`src/sv/smiu_pkg.sv`:
```
// Shared types, sizes, opcodes and width helpers for the stack machine instruction unit.
package smiu_pkg;

  // Sizes
  localparam int DATA_DEPTH   = 256;
  localparam int RETURN_DEPTH = 64;
  localparam int WORD_BITS    = 32;
  localparam int PC_BITS      = 16;

  localparam int DADDR_BITS   = $clog2(DATA_DEPTH);
  localparam int DCNT_BITS    = $clog2(DATA_DEPTH + 1);
  localparam int RADDR_BITS   = $clog2(RETURN_DEPTH);
  localparam int RCNT_BITS    = $clog2(RETURN_DEPTH + 1);
  localparam int DIV_CNT_BITS = $clog2(WORD_BITS + 1);

  typedef logic [WORD_BITS-1:0]    word_t;
  typedef logic [PC_BITS-1:0]      pc_t;
  typedef logic [DADDR_BITS-1:0]   daddr_t;
  typedef logic [DCNT_BITS-1:0]    dcnt_t;
  typedef logic [RADDR_BITS-1:0]   raddr_t;
  typedef logic [RCNT_BITS-1:0]    rcnt_t;
  typedef logic [DIV_CNT_BITS-1:0] div_cnt_t;

  localparam dcnt_t DCNT_ONE  = dcnt_t'(1);
  localparam dcnt_t DCNT_TWO  = dcnt_t'(2);
  localparam dcnt_t DCNT_FULL = dcnt_t'(DATA_DEPTH);
  localparam rcnt_t RCNT_ONE  = rcnt_t'(1);
  localparam rcnt_t RCNT_FULL = rcnt_t'(RETURN_DEPTH);

  // Opcodes
  typedef enum logic [4:0] {
    OP_UNDEF = 5'd0,
    OP_RET   = 5'd1,
    OP_CALL  = 5'd2,
    OP_JMP   = 5'd3,
    OP_JEQ   = 5'd4,
    OP_JNE   = 5'd5,
    OP_JA    = 5'd6,
    OP_JAE   = 5'd7,
    OP_JB    = 5'd8,
    OP_JBE   = 5'd9,
    OP_PUSH  = 5'd10,
    OP_POP   = 5'd11,
    OP_ADD   = 5'd12,
    OP_SUB   = 5'd13,
    OP_MUL   = 5'd14,
    OP_DIV   = 5'd15,
    OP_OUT   = 5'd16,
    OP_IN    = 5'd17
  } op_t;

  // Status codes
  typedef enum logic [2:0] {
    STAT_OK         = 3'd0,
    STAT_DUNDERFLOW = 3'd1,
    STAT_DOVERFLOW  = 3'd2,
    STAT_RUNDERFLOW = 3'd3,
    STAT_ROVERFLOW  = 3'd4,
    STAT_DIVZERO    = 3'd5,
    STAT_UNDEFINED  = 3'd6
  } status_t;

  // Sequencer states
  typedef enum logic [1:0] {
    S_IDLE,
    S_EXEC,
    S_DIV,
    S_COMMIT
  } state_t;

  typedef struct packed {
    logic        [4:0]  req_type;
    logic signed [31:0] operand;
    logic        [15:0] current_pc;
    logic signed [31:0] in_value;
  } req_t;

  typedef struct packed {
    logic        [15:0] next_pc;
    logic               pc_written;
    logic               out_valid;
    logic signed [31:0] out_word;
    logic        [2:0]  status;
    logic        [6:0]  call_depth;
  } rsp_t;

  // 32-bit input word, sign-extended, then cut to the stack word
  function automatic word_t word_from_in(logic [31:0] v);
    logic [63:0] t;
    t = {{32{v[31]}}, v};
    return t[WORD_BITS-1:0];
  endfunction

  // Stack word to the 32-bit output field (zero-extend or truncate)
  function automatic logic [31:0] word_to_out(word_t w);
    logic [63:0] t;
    t = 64'(w);
    return t[31:0];
  endfunction

  function automatic pc_t pc_from_operand(logic [31:0] v);
    logic [63:0] t;
    t = {32'd0, v};
    return t[PC_BITS-1:0];
  endfunction

  function automatic pc_t pc_from_in(logic [15:0] v);
    logic [63:0] t;
    t = {48'd0, v};
    return t[PC_BITS-1:0];
  endfunction

  function automatic logic [15:0] pc_to_out(pc_t p);
    logic [63:0] t;
    t = 64'(p);
    return t[15:0];
  endfunction

  function automatic logic [6:0] depth_to_out(rcnt_t c);
    logic [63:0] t;
    t = 64'(c);
    return t[6:0];
  endfunction

endpackage

```
`src/sv/smiu_div.sv`:
```
// Restoring divider, one quotient bit per cycle, truncating signed quotient.
module smiu_div (
  input  logic                 clk,
  input  logic                 rst,
  input  logic                 start,
  input  smiu_pkg::word_t      dividend,
  input  smiu_pkg::word_t      divisor,
  output logic                 done,
  output smiu_pkg::word_t      quotient
);

  logic                  run;
  smiu_pkg::div_cnt_t    cnt;
  logic                  neg;
  smiu_pkg::word_t       rem;
  smiu_pkg::word_t       quo;
  smiu_pkg::word_t       dvs;

  logic [smiu_pkg::WORD_BITS:0] shifted;
  logic                         fits;
  smiu_pkg::word_t              mag_a;
  smiu_pkg::word_t              mag_b;

  // Magnitudes of the operands
  assign mag_a = dividend[smiu_pkg::WORD_BITS-1] ? (~dividend + 1'b1) : dividend;
  assign mag_b = divisor[smiu_pkg::WORD_BITS-1]  ? (~divisor + 1'b1)  : divisor;

  // One trial subtraction
  assign shifted = {rem, quo[smiu_pkg::WORD_BITS-1]};
  assign fits    = shifted >= {1'b0, dvs};

  // Control
  always_ff @(posedge clk) begin
    if (rst) begin
      run <= 1'b0;
      cnt <= '0;
    end else if (start) begin
      run <= 1'b1;
      cnt <= smiu_pkg::div_cnt_t'(smiu_pkg::WORD_BITS);
    end else if (run) begin
      if (cnt == '0) begin
        run <= 1'b0;
      end else begin
        cnt <= cnt - 1'b1;
      end
    end
  end

  // Datapath
  always_ff @(posedge clk) begin
    if (start) begin
      rem <= '0;
      quo <= mag_a;
      dvs <= mag_b;
      neg <= dividend[smiu_pkg::WORD_BITS-1] ^ divisor[smiu_pkg::WORD_BITS-1];
    end else if (run && cnt != '0) begin
      rem <= fits ? smiu_pkg::word_t'(shifted - {1'b0, dvs})
                  : smiu_pkg::word_t'(shifted);
      quo <= {quo[smiu_pkg::WORD_BITS-2:0], fits};
    end
  end

  assign done     = run && (cnt == '0);
  assign quotient = neg ? (~quo + 1'b1) : quo;

endmodule

```
`config.mk`:
```
export PLATFORM = sky130hd
export DESIGN_NAME = smiu_div
export DESIGN_NICKNAME = d
export VERILOG_FILES = /design/src/sv/smiu_pkg.sv /design/src/sv/smiu_div.sv
export SDC_FILE = /design/constraint.sdc
export NUM_CORES = 1
export LEC_CHECK = 0
export CAP_MARGIN = 20
export CORE_ASPECT_RATIO = 1.75
export CORE_MARGIN = 4
export CORE_UTILIZATION = 50
export CTS_BUF_LIST = sky130_fd_sc_hd__clkbuf_4 sky130_fd_sc_hd__clkbuf_8 sky130_fd_sc_hd__clkbuf_16
export DETAILED_ROUTE_END_ITERATION = 12
export DONT_BUFFER_PORTS = 1
export PLACE_DENSITY_LB_ADDON = 0.2
export SYNTH_ARGS = -nofsm -noshare
export SYNTH_HDL_FRONTEND = slang
export SYNTH_SLANG_ARGS = --single-unit
```
`constraint.sdc`:
```
create_clock -name clk -period 3.65 [get_ports clk]
set_input_delay 0 -clock clk [delete_from_list [all_inputs] [get_ports clk]]
set_output_delay 0 -clock clk [all_outputs]
set_load 0.01 [all_outputs]
```
# --- Word-level counts from Yosys, hierarchy flattened ---
# Index checks and enable logic that the tools add are counted.
op_classes:
  n_addsub: 5
  magnitude_cmp: 1
  eq_ne: 1
  muxes: 12
  bitwise: 5
  n_reduce_logical: 9
ops:
  columns: ["op", "count"]
  rows:
  - ["$mux 32", 5]
  - ["$add 32x1->32 const B", 3]
  - ["$not 32->32", 3]
  - ["$ge 33x32->1", 1]
  - ["$sub 32x32->32", 1]
  - ["$mux 31", 1]
  - ["$mux 6", 3]
  - ["$logic_not 6->1", 1]
  - ["$reduce_bool 6->1", 1]
  - ["$sub 6x1->6 const B", 1]
  - ["$reduce_and 2->1", 2]
  - ["$reduce_bool 2->1", 2]
  - ["$mux 1", 3]
  - ["$logic_and 1x1->1", 2]
  - ["$ne 2x2->1 const B", 1]
  - ["$reduce_or 2->1", 1]
  - ["$not 1->1", 1]
  - ["$xor 1x1->1", 1]
totals:
  ff_bits: 104
  input_bits: 67

# --- Longest topological paths before layout ---
# Gate-level depths: netlist of run 1.
depth:
  depth_word: 4
  ltp_mapped: 13

# --- Worst setup path before layout of run 1 ---
# No wires, ideal clock.
synth_timing:
  path_type: "register to register"
  start: "register dvs[10]"
  end: "register quo[0] (data pin)"
  setup_time_ps: 271
  arrival_ps: 2588
  t_required_ps: 3379
  slack_ps: 791
  path_stages_with_launch: 11
  n_path_buf: 2
  path_cell_list: "edfxtp_1 inv_1 ha_1 a2111oi_0 o21ai_0 o211ai_1 nand4_1 a31oi_1 clkbuf_1 buf_1 mux2i_1"
synth_between:
  elab_chain_len: 3
synth_lines:
  columns: ["element", "line_no", "source"]
  rows:
  - ["from (decl)", "smiu_div.sv:17", "smiu_pkg::word_t dvs;"]
  - ["from (signal assigned)", "smiu_div.sv:54", "dvs <= mag_b;"]
  - ["$ge 33x32->1", "smiu_div.sv:30", "assign fits = shifted >= {1'b0, dvs};"]
  - ["$mux 32", "smiu_div.sv:56", "end else if (run && cnt != '0) begin"]
  - ["$mux 32", "smiu_div.sv:51", "if (start) begin"]
  - ["to (signal assigned)", "smiu_div.sv:53", "quo <= mag_a;"]
  - ["to (signal assigned)", "smiu_div.sv:59", "quo <= {quo[smiu_pkg::WORD_BITS-2:0], fits};"]
  - ["to (decl)", "smiu_div.sv:16", "smiu_pkg::word_t quo;"]
# Every way passes these cells. The select of a mux whose other input is x is not followed.
# A chain may end at the register's enable or synchronous reset.

# --- Worst setup path in the final report of run 1 ---
layout_timing:
  start: "register quo[5]"
  end: "output port quotient[30]"
layout_between:
  elab_chain_len: 3
layout_lines:
  columns: ["element", "line_no", "source"]
  rows:
  - ["$not 32->32", "smiu_div.sv:64", "assign quotient = neg ? (~quo + 1'b1) : quo;"]
  - ["$add 32x1->32", "smiu_div.sv:64", null]
  - ["$mux 32", "smiu_div.sv:64", null]
  - ["to (decl)", "smiu_div.sv:9", "output smiu_pkg::word_t quotient"]
# Every way passes these cells.

==> results.toml, run 1 <==
[worst_setup_path]
arrival_ns = 3.38
worst-path-stages = 8
rr_worst_depth = 11
crit_family = "simple AND/OR/NAND/NOR gates"
start_kind = "register"
critPathCaptureType = "primary output"
required_ns = 3.65
cpPeakStageDelay_ns = 0.48
crit_type = "register to primary output"
cpMaxStageDelayCell = "edfxtp_1"
crit_chain = "nor4_4 > nand4b_1 > or4_1 > nand2b_1 > or2_2 > or3_1 > o41ai_1 > xnor2_1"
cp_max_fo = 5
crit_buf_inv = 0

[yosys]
ys_warn_count = 0
syn_inst = 895
async_reset_ff_share_pct = 0
synth_cell_types = 61
ys_seq_elements = 104
syn_nets = 999
synth.avg_cell_area_um2 = 8.63
synth_area_um2 = 7720
synth-edff-count = 65
synth_ff_type = "edfxtp_1"
synth_seq_area_share_pct = 35.4

[global_route]
first_global_vias = 6956
antenna_found_initial = 0
grt_pass1_wl_mm = 34.1
grt_usage_pct = 24.3
grt_max_degree = 128
overflow = 0

[placement]
place_inst = 1050
hpwl_mm = 14.0
gp_congestion = 0.916
placedInstanceArea_um2 = 7880
port_buffers = 0

[clocking]
insertion_delay_ns = 0.36
cts.clk_slew.worst_paths_ns = 0.08
cts_root_buf = "clkbuf_16"
cts_tree = "done"
h-tree-depth = 3
cts_sinks = 104
numCtsBuffers = 9
clk_path_buf_depth = 2

[die]
fp.dieW_um = 102
dieArea_um2 = 17600
die_y_um = 172
coreArea_um2 = 15000
ioPinCount = 100
initial_core_util_pct = 51.5
row_count = 59

[finish]
finalNonFillerCells = 1157
multi_input_area_um2 = 4680
postLayoutCellArea_um2 = 9120
antenna_cells = 0
fin_nets = 1073
seq_area_um2 = 2730
drive_above_1_share_pct = 4.41
fill_cells = 1282
final_cell_mix = "90 x nor2_1, 90 x dlygate4sd3_1, 74 x nand2_1"
syn2layout_area_growth_pct = 18.1

[sta]
min_period_ns = 3.38
rsz0062_at_grt = "false"
finalSetupTns_ns = 0
tightestPinTransition_ns = 1.00
whs_ns = 0.00710
skew_ns = 0.0130
finalSetupViolCount = 0
finalHoldViolations = 0
post-route-period-util_pct = 92.7
fmax_mhz = 296
drv_slew = 0
relSlewSlack_pct = 33.1

[drt]
drtIter0Drc = 342
avgViaCountPerCell = 5.89
drt-pass1-iter-count = 5
remaining_drc_errors = 0
drtAntennaViolNets = 0
via_count = 6813
wl_mm = 20.6
routedWlPerCell_um = 17.8

[power_and_ir_drop]
p_per_area_nw_per_um2 = 397
power.leakage_nw = 3.51
vdd_drop_max_uv = 256
power_mw = 3.62

[flow_run]
drv_cap = 0

[worst_hold_path]
hold_depth = 2
min_path_type = "primary input to register"

[outcome]
outcome = "complete, no violations"
registers in the layout, indices dropped and copies added (netlist names):
register,flops
cnt,6
rem,32
quo,32
dvs,32
neg,1
run,1
cell families (layout without fill, tap and decap cells):
group | count (synthesis) | after routing | synth area share [%]
AO/OA/AOI/OAI | 235 | 235 | 19.2
XOR/XNOR | 115 | 115 | 13.0
adder cells (fa/ha/maj) | 37 | 37 | 6.09
buffers and inverters | 86 | 165 | 4.23
flip-flops | 104 | 104 | 35.4
multiplexers | 19 | 19 | 2.56
AND/OR/NAND/NOR | 299 | 299 | 19.4
synthesized netlist by cell type (all sizes together) (11+ instances only):
cell    number  area, um^2
a211oi      24         180
a21oi       73         365
clkbuf      31         116
dfxtp       39         781
edfxtp      65        1950
ha          36         450
inv         52         195
mux2i       13         130
nand2       74         278
nand2b      11        68.8
nand3       11        55.1
nor2        91         344
nor3        35         175
nor4        12         105
o21ai       51         255
o31ai       26         195
or3         15         105
or4         11        93.8
xnor2       72         631
xor2        43         377
where the power goes:
| group | internal, mW | leakage (nW) | total, mW | switching, mW |
|---|---|---|---|---|
| sequential | 1.39 | 0.952 | 1.49 | 0.103 |
| combinational | 0.475 | 2.41 | 1.10 | 0.625 |
| clock | 0.554 | 0.151 | 1.03 | 0.473 |
| total | 2.42 | 3.51 | 3.62 | 1.20 |
final cells by class:
cell class | instances | share of cell area [%]
Timing Repair Buffer | 97 | 10.7
Multi-Input combinational cell | 705 | 51.3
Inverter | 52 | 2.14
Sequential cell | 104 | 30.0
Clock inverter | 6 | 0.851
Tap cell | 183 | 2.51
Clock buffer | 10 | 2.55
path summary, 6_finish.rpt:
check	start	to	slack, ns
setup / recovery	quo[5]$_DFFE_PP_	quotient[30]	0.27
hold / removal	dividend[17]	quo[17]$_DFFE_PP_	0.007
setup reg to reg	dvs[10]$_DFFE_PP_	rem[0]$_SDFFE_PP0P_	0.63
hold reg to reg	rem[1]$_SDFFE_PP0P_	rem[1]$_SDFFE_PP0P_	0.49
what timing repair did:
item	CTS	global route
endpoints found under the setup margin	0	0
hold buffers	91	0
buffers inserted	0	0
hold endpoints to repair	134	0
resized for setup	0	0
metrics by stage:
stage | setup WS [ns] | utilization [%]
floorplan | 0.791 | -
global placement | 0.655 | 52.6
global route | 0.135 | 60.9
CTS | 0.225 | 60.9
finish | 0.267 | 60.9
detailed placement | 0.621 | 52.6
per-layer routing:
metal  GRT usage, %  up-vias  part of all wire [%]  routed length (um)
met5              0        -                     0                   0
met4           9.08        0                   2.9                 599
met3           4.24       48                   4.0                 830
met2           46.8      159                    55               11400
met1           25.7     3191                    38                7800
li1               -     3415                     -                   -
Note: power is estimated with default switching activity, not from simulation.
==> run 2: changes to the inputs <==
--- a/config.mk
+++ b/config.mk
@@ -9,7 +9,6 @@
 export CORE_ASPECT_RATIO = 1.75
 export CORE_MARGIN = 4
 export CORE_UTILIZATION = 50
-export CTS_BUF_LIST = sky130_fd_sc_hd__clkbuf_4 sky130_fd_sc_hd__clkbuf_8 sky130_fd_sc_hd__clkbuf_16
 export DETAILED_ROUTE_END_ITERATION = 12
 export DONT_BUFFER_PORTS = 1
 export PLACE_DENSITY_LB_ADDON = 0.2
==> constraint.sdc (replaced) <==
create_clock -name clk -period 2.8 [get_ports clk]
set_input_delay 0 -clock clk [delete_from_list [all_inputs] [get_ports clk]]
set_output_delay 0 -clock clk [all_outputs]
set_load 0.01 [all_outputs]
==> run 2 against run 1 <==
  * Hold slack worse by 0.0056 ns
  * Sequential share of layout area decreased by 2.6 points
  * Clock-buffer cell count fell by 1
  * The flow now finishes with violations (negative setup slack)
  * Die area is the same
  * Via count is 5.0% higher
  * Global-route usage is 0.14 points higher
==> results.toml, run 2 (synthesis gave the netlist of run 1 again) <==
[finish]
fill_cells = 1201
reg_top3 = "dvs x32, quo x32, rem x32"
syn2layout_area_growth_pct = 29.4
final_cell_mix = "89 x nor2_1, 74 x dlygate4sd3_1, 72 x nand2_1"
antenna_cells = 0
fin_nets = 1125
drive_above_1_share_pct = 16.2
postLayoutCellArea_um2 = 9990
finalNonFillerCells = 1209
final_common_cell = "nor2_1"
utilization_pct = 66.7

[worst_setup_path]
critPathCaptureType = "primary output"
cpPeakStageDelay_ns = 0.46
crit_type = "register to primary output"
crit_chain = "nor4_4 > nand4b_1 > or4_4 > nand2b_4 > or2_4 > or3_4 > o41ai_4 > xnor2_2"
crit_family = "simple AND/OR/NAND/NOR gates"
cpMaxStageDelayCell = "or4_4"
crit_buf_inv = 0
required_ns = 2.80
cp_max_fo = 2
arrival_ns = 3.08
start_kind = "register"

[sta]
drv_slew = 0
tightestPinTransition_ns = 1.09
fmax_mhz = 325
finalHoldViolations = 0
post-route-period-util_pct = 110
setup_slack_ns = -0.276
relSlewSlack_pct = 26.9
finalSetupViolCount = 7
min_period_ns = 3.08
rsz0062_at_grt = "true"
finalSetupTns_ns = -1.33
skew_ns = 0.0130

[drt]
routedWlPerCell_um = 18.3
wirelength_met1_mm = 7.92
drtIter0Drc = 367
avgViaCountPerCell = 5.92
wl_mm = 22.1
met2_length_mm = 12.4
highest_layer = "met4"
drtAntennaViolNets = 0
via_count = 7155
remaining_drc_errors = 0
wl_met3_mm = 1.12
drt-pass1-iter-count = 5

[die]
initial_core_util_pct = 51.5
die_y_um = 172
fp.dieW_um = 102
ioPinCount = 100
dieArea_um2 = 17600
row_count = 59
coreArea_um2 = 15000

[global_route]
first_global_vias = 7072
grt_pass1_wl_mm = 34.3
antenna_found_initial = 0
overflow = 0
grt_usage_pct = 24.4
grt_max_degree = 127

[outcome]
violations = "negative setup slack"
outcome = "finished, violations left"

[clocking]
h-tree-depth = 3
cts_root_buf = "clkbuf_16"
cts_sinks = 104
insertion_delay_ns = 0.35
cts_tree = "done"
clk_path_buf_depth = 2
numCtsBuffers = 9
cts.clk_slew.worst_paths_ns = 0.08

[power_and_ir_drop]
p_per_area_nw_per_um2 = 507
vdd_drop_max_uv = 294
power.leakage_nw = 3.94

[placement]
hpwl_mm = 14.5
placedInstanceArea_um2 = 8280
port_buffers = 0
pre_cts_ws_ns = -0.125
place_inst = 1100
gp_congestion = 0.903

[flow_run]
drv_cap = 0

[worst_hold_path]
min_path_type = "primary input to register"
## run 2: power breakdown
group          total, mW  internal (mW)  switching [mW]
clock network       1.32          0.704           0.617
registers           1.94           1.81           0.136
logic               1.80          0.855           0.944
total               5.07           3.37            1.70
## run 2: through the flow
| step | total power [mW] | hold slack, ns |
|---|---|---|
| 2_1_floorplan | 2.97 | 0.0724 |
| 3_3_place_gp | 3.32 | 0.0738 |
| 3_5_place_dp | 3.33 | 0.0754 |
| 4_1_cts | 4.84 | 0.00157 |
| 5_1_grt | 5.30 | 0.00642 |
| 6_report | 5.07 | 0.00153 |
## run 2: path summary, 6_finish.rpt
check / from / endpoint / slack (ns) / cells after the start
max: quo[10]$_DFFE_PP_ / quotient[30] / -0.28 / 8
min: divisor[27] / dvs[28]$_DFFE_PP_ / 0.002 / 2
max reg2reg: dvs[10]$_DFFE_PP_ / rem[14]$_SDFFE_PP0P_ / 0.14 / 13
min reg2reg: rem[1]$_SDFFE_PP0P_ / rem[1]$_SDFFE_PP0P_ / 0.49 / 2
## run 2: cell type report
class | instances | area [um^2] | area share (%)
Clock buffer | 9 | 225 | 2.25
Clock inverter | 7 | 78.8 | 0.789
Inverter | 52 | 195 | 1.95
Multi-Input combinational cell | 705 | 5070 | 50.7
Sequential cell | 104 | 2730 | 27.3
Tap cell | 183 | 229 | 2.29
Timing Repair Buffer | 149 | 1460 | 14.6
## run 2: repair_timing
| action | 4_1_cts | 5_1_grt |
|---|---|---|
| hold buffers | 74 | 1 |
| gates resized for setup | 21 | 59 |
| gates cloned | 0 | 5 |
| setup endpoints to repair | 10 | 44 |
| pin swaps | 8 | 22 |
| endpoints found under the hold margin | 133 | 1 |
| buffers inserted | 4 | 9 |
## run 2: routing by layer
metal  up-vias  track usage, %
met1      3395            26.0
met4         0            9.14
li1       3502               -
met2       205            46.6
met3        53            4.93
met5         -               0
## run 2: worst register-to-register path, stage by stage (launching register included)
cell and delay (ns):
edfxtp_1 0.39, inv_2 0.09, ha_4 0.21, buf_4 0.14, and2_4 0.13, and3_1 0.17, o211ai_1 0.13, nand4_1 0.30
a31oi_4 0.27, buf_12 0.18, buf_12 0.12, clkbuf_16 0.14, mux2i_1 0.19, a211oi_1 0.08
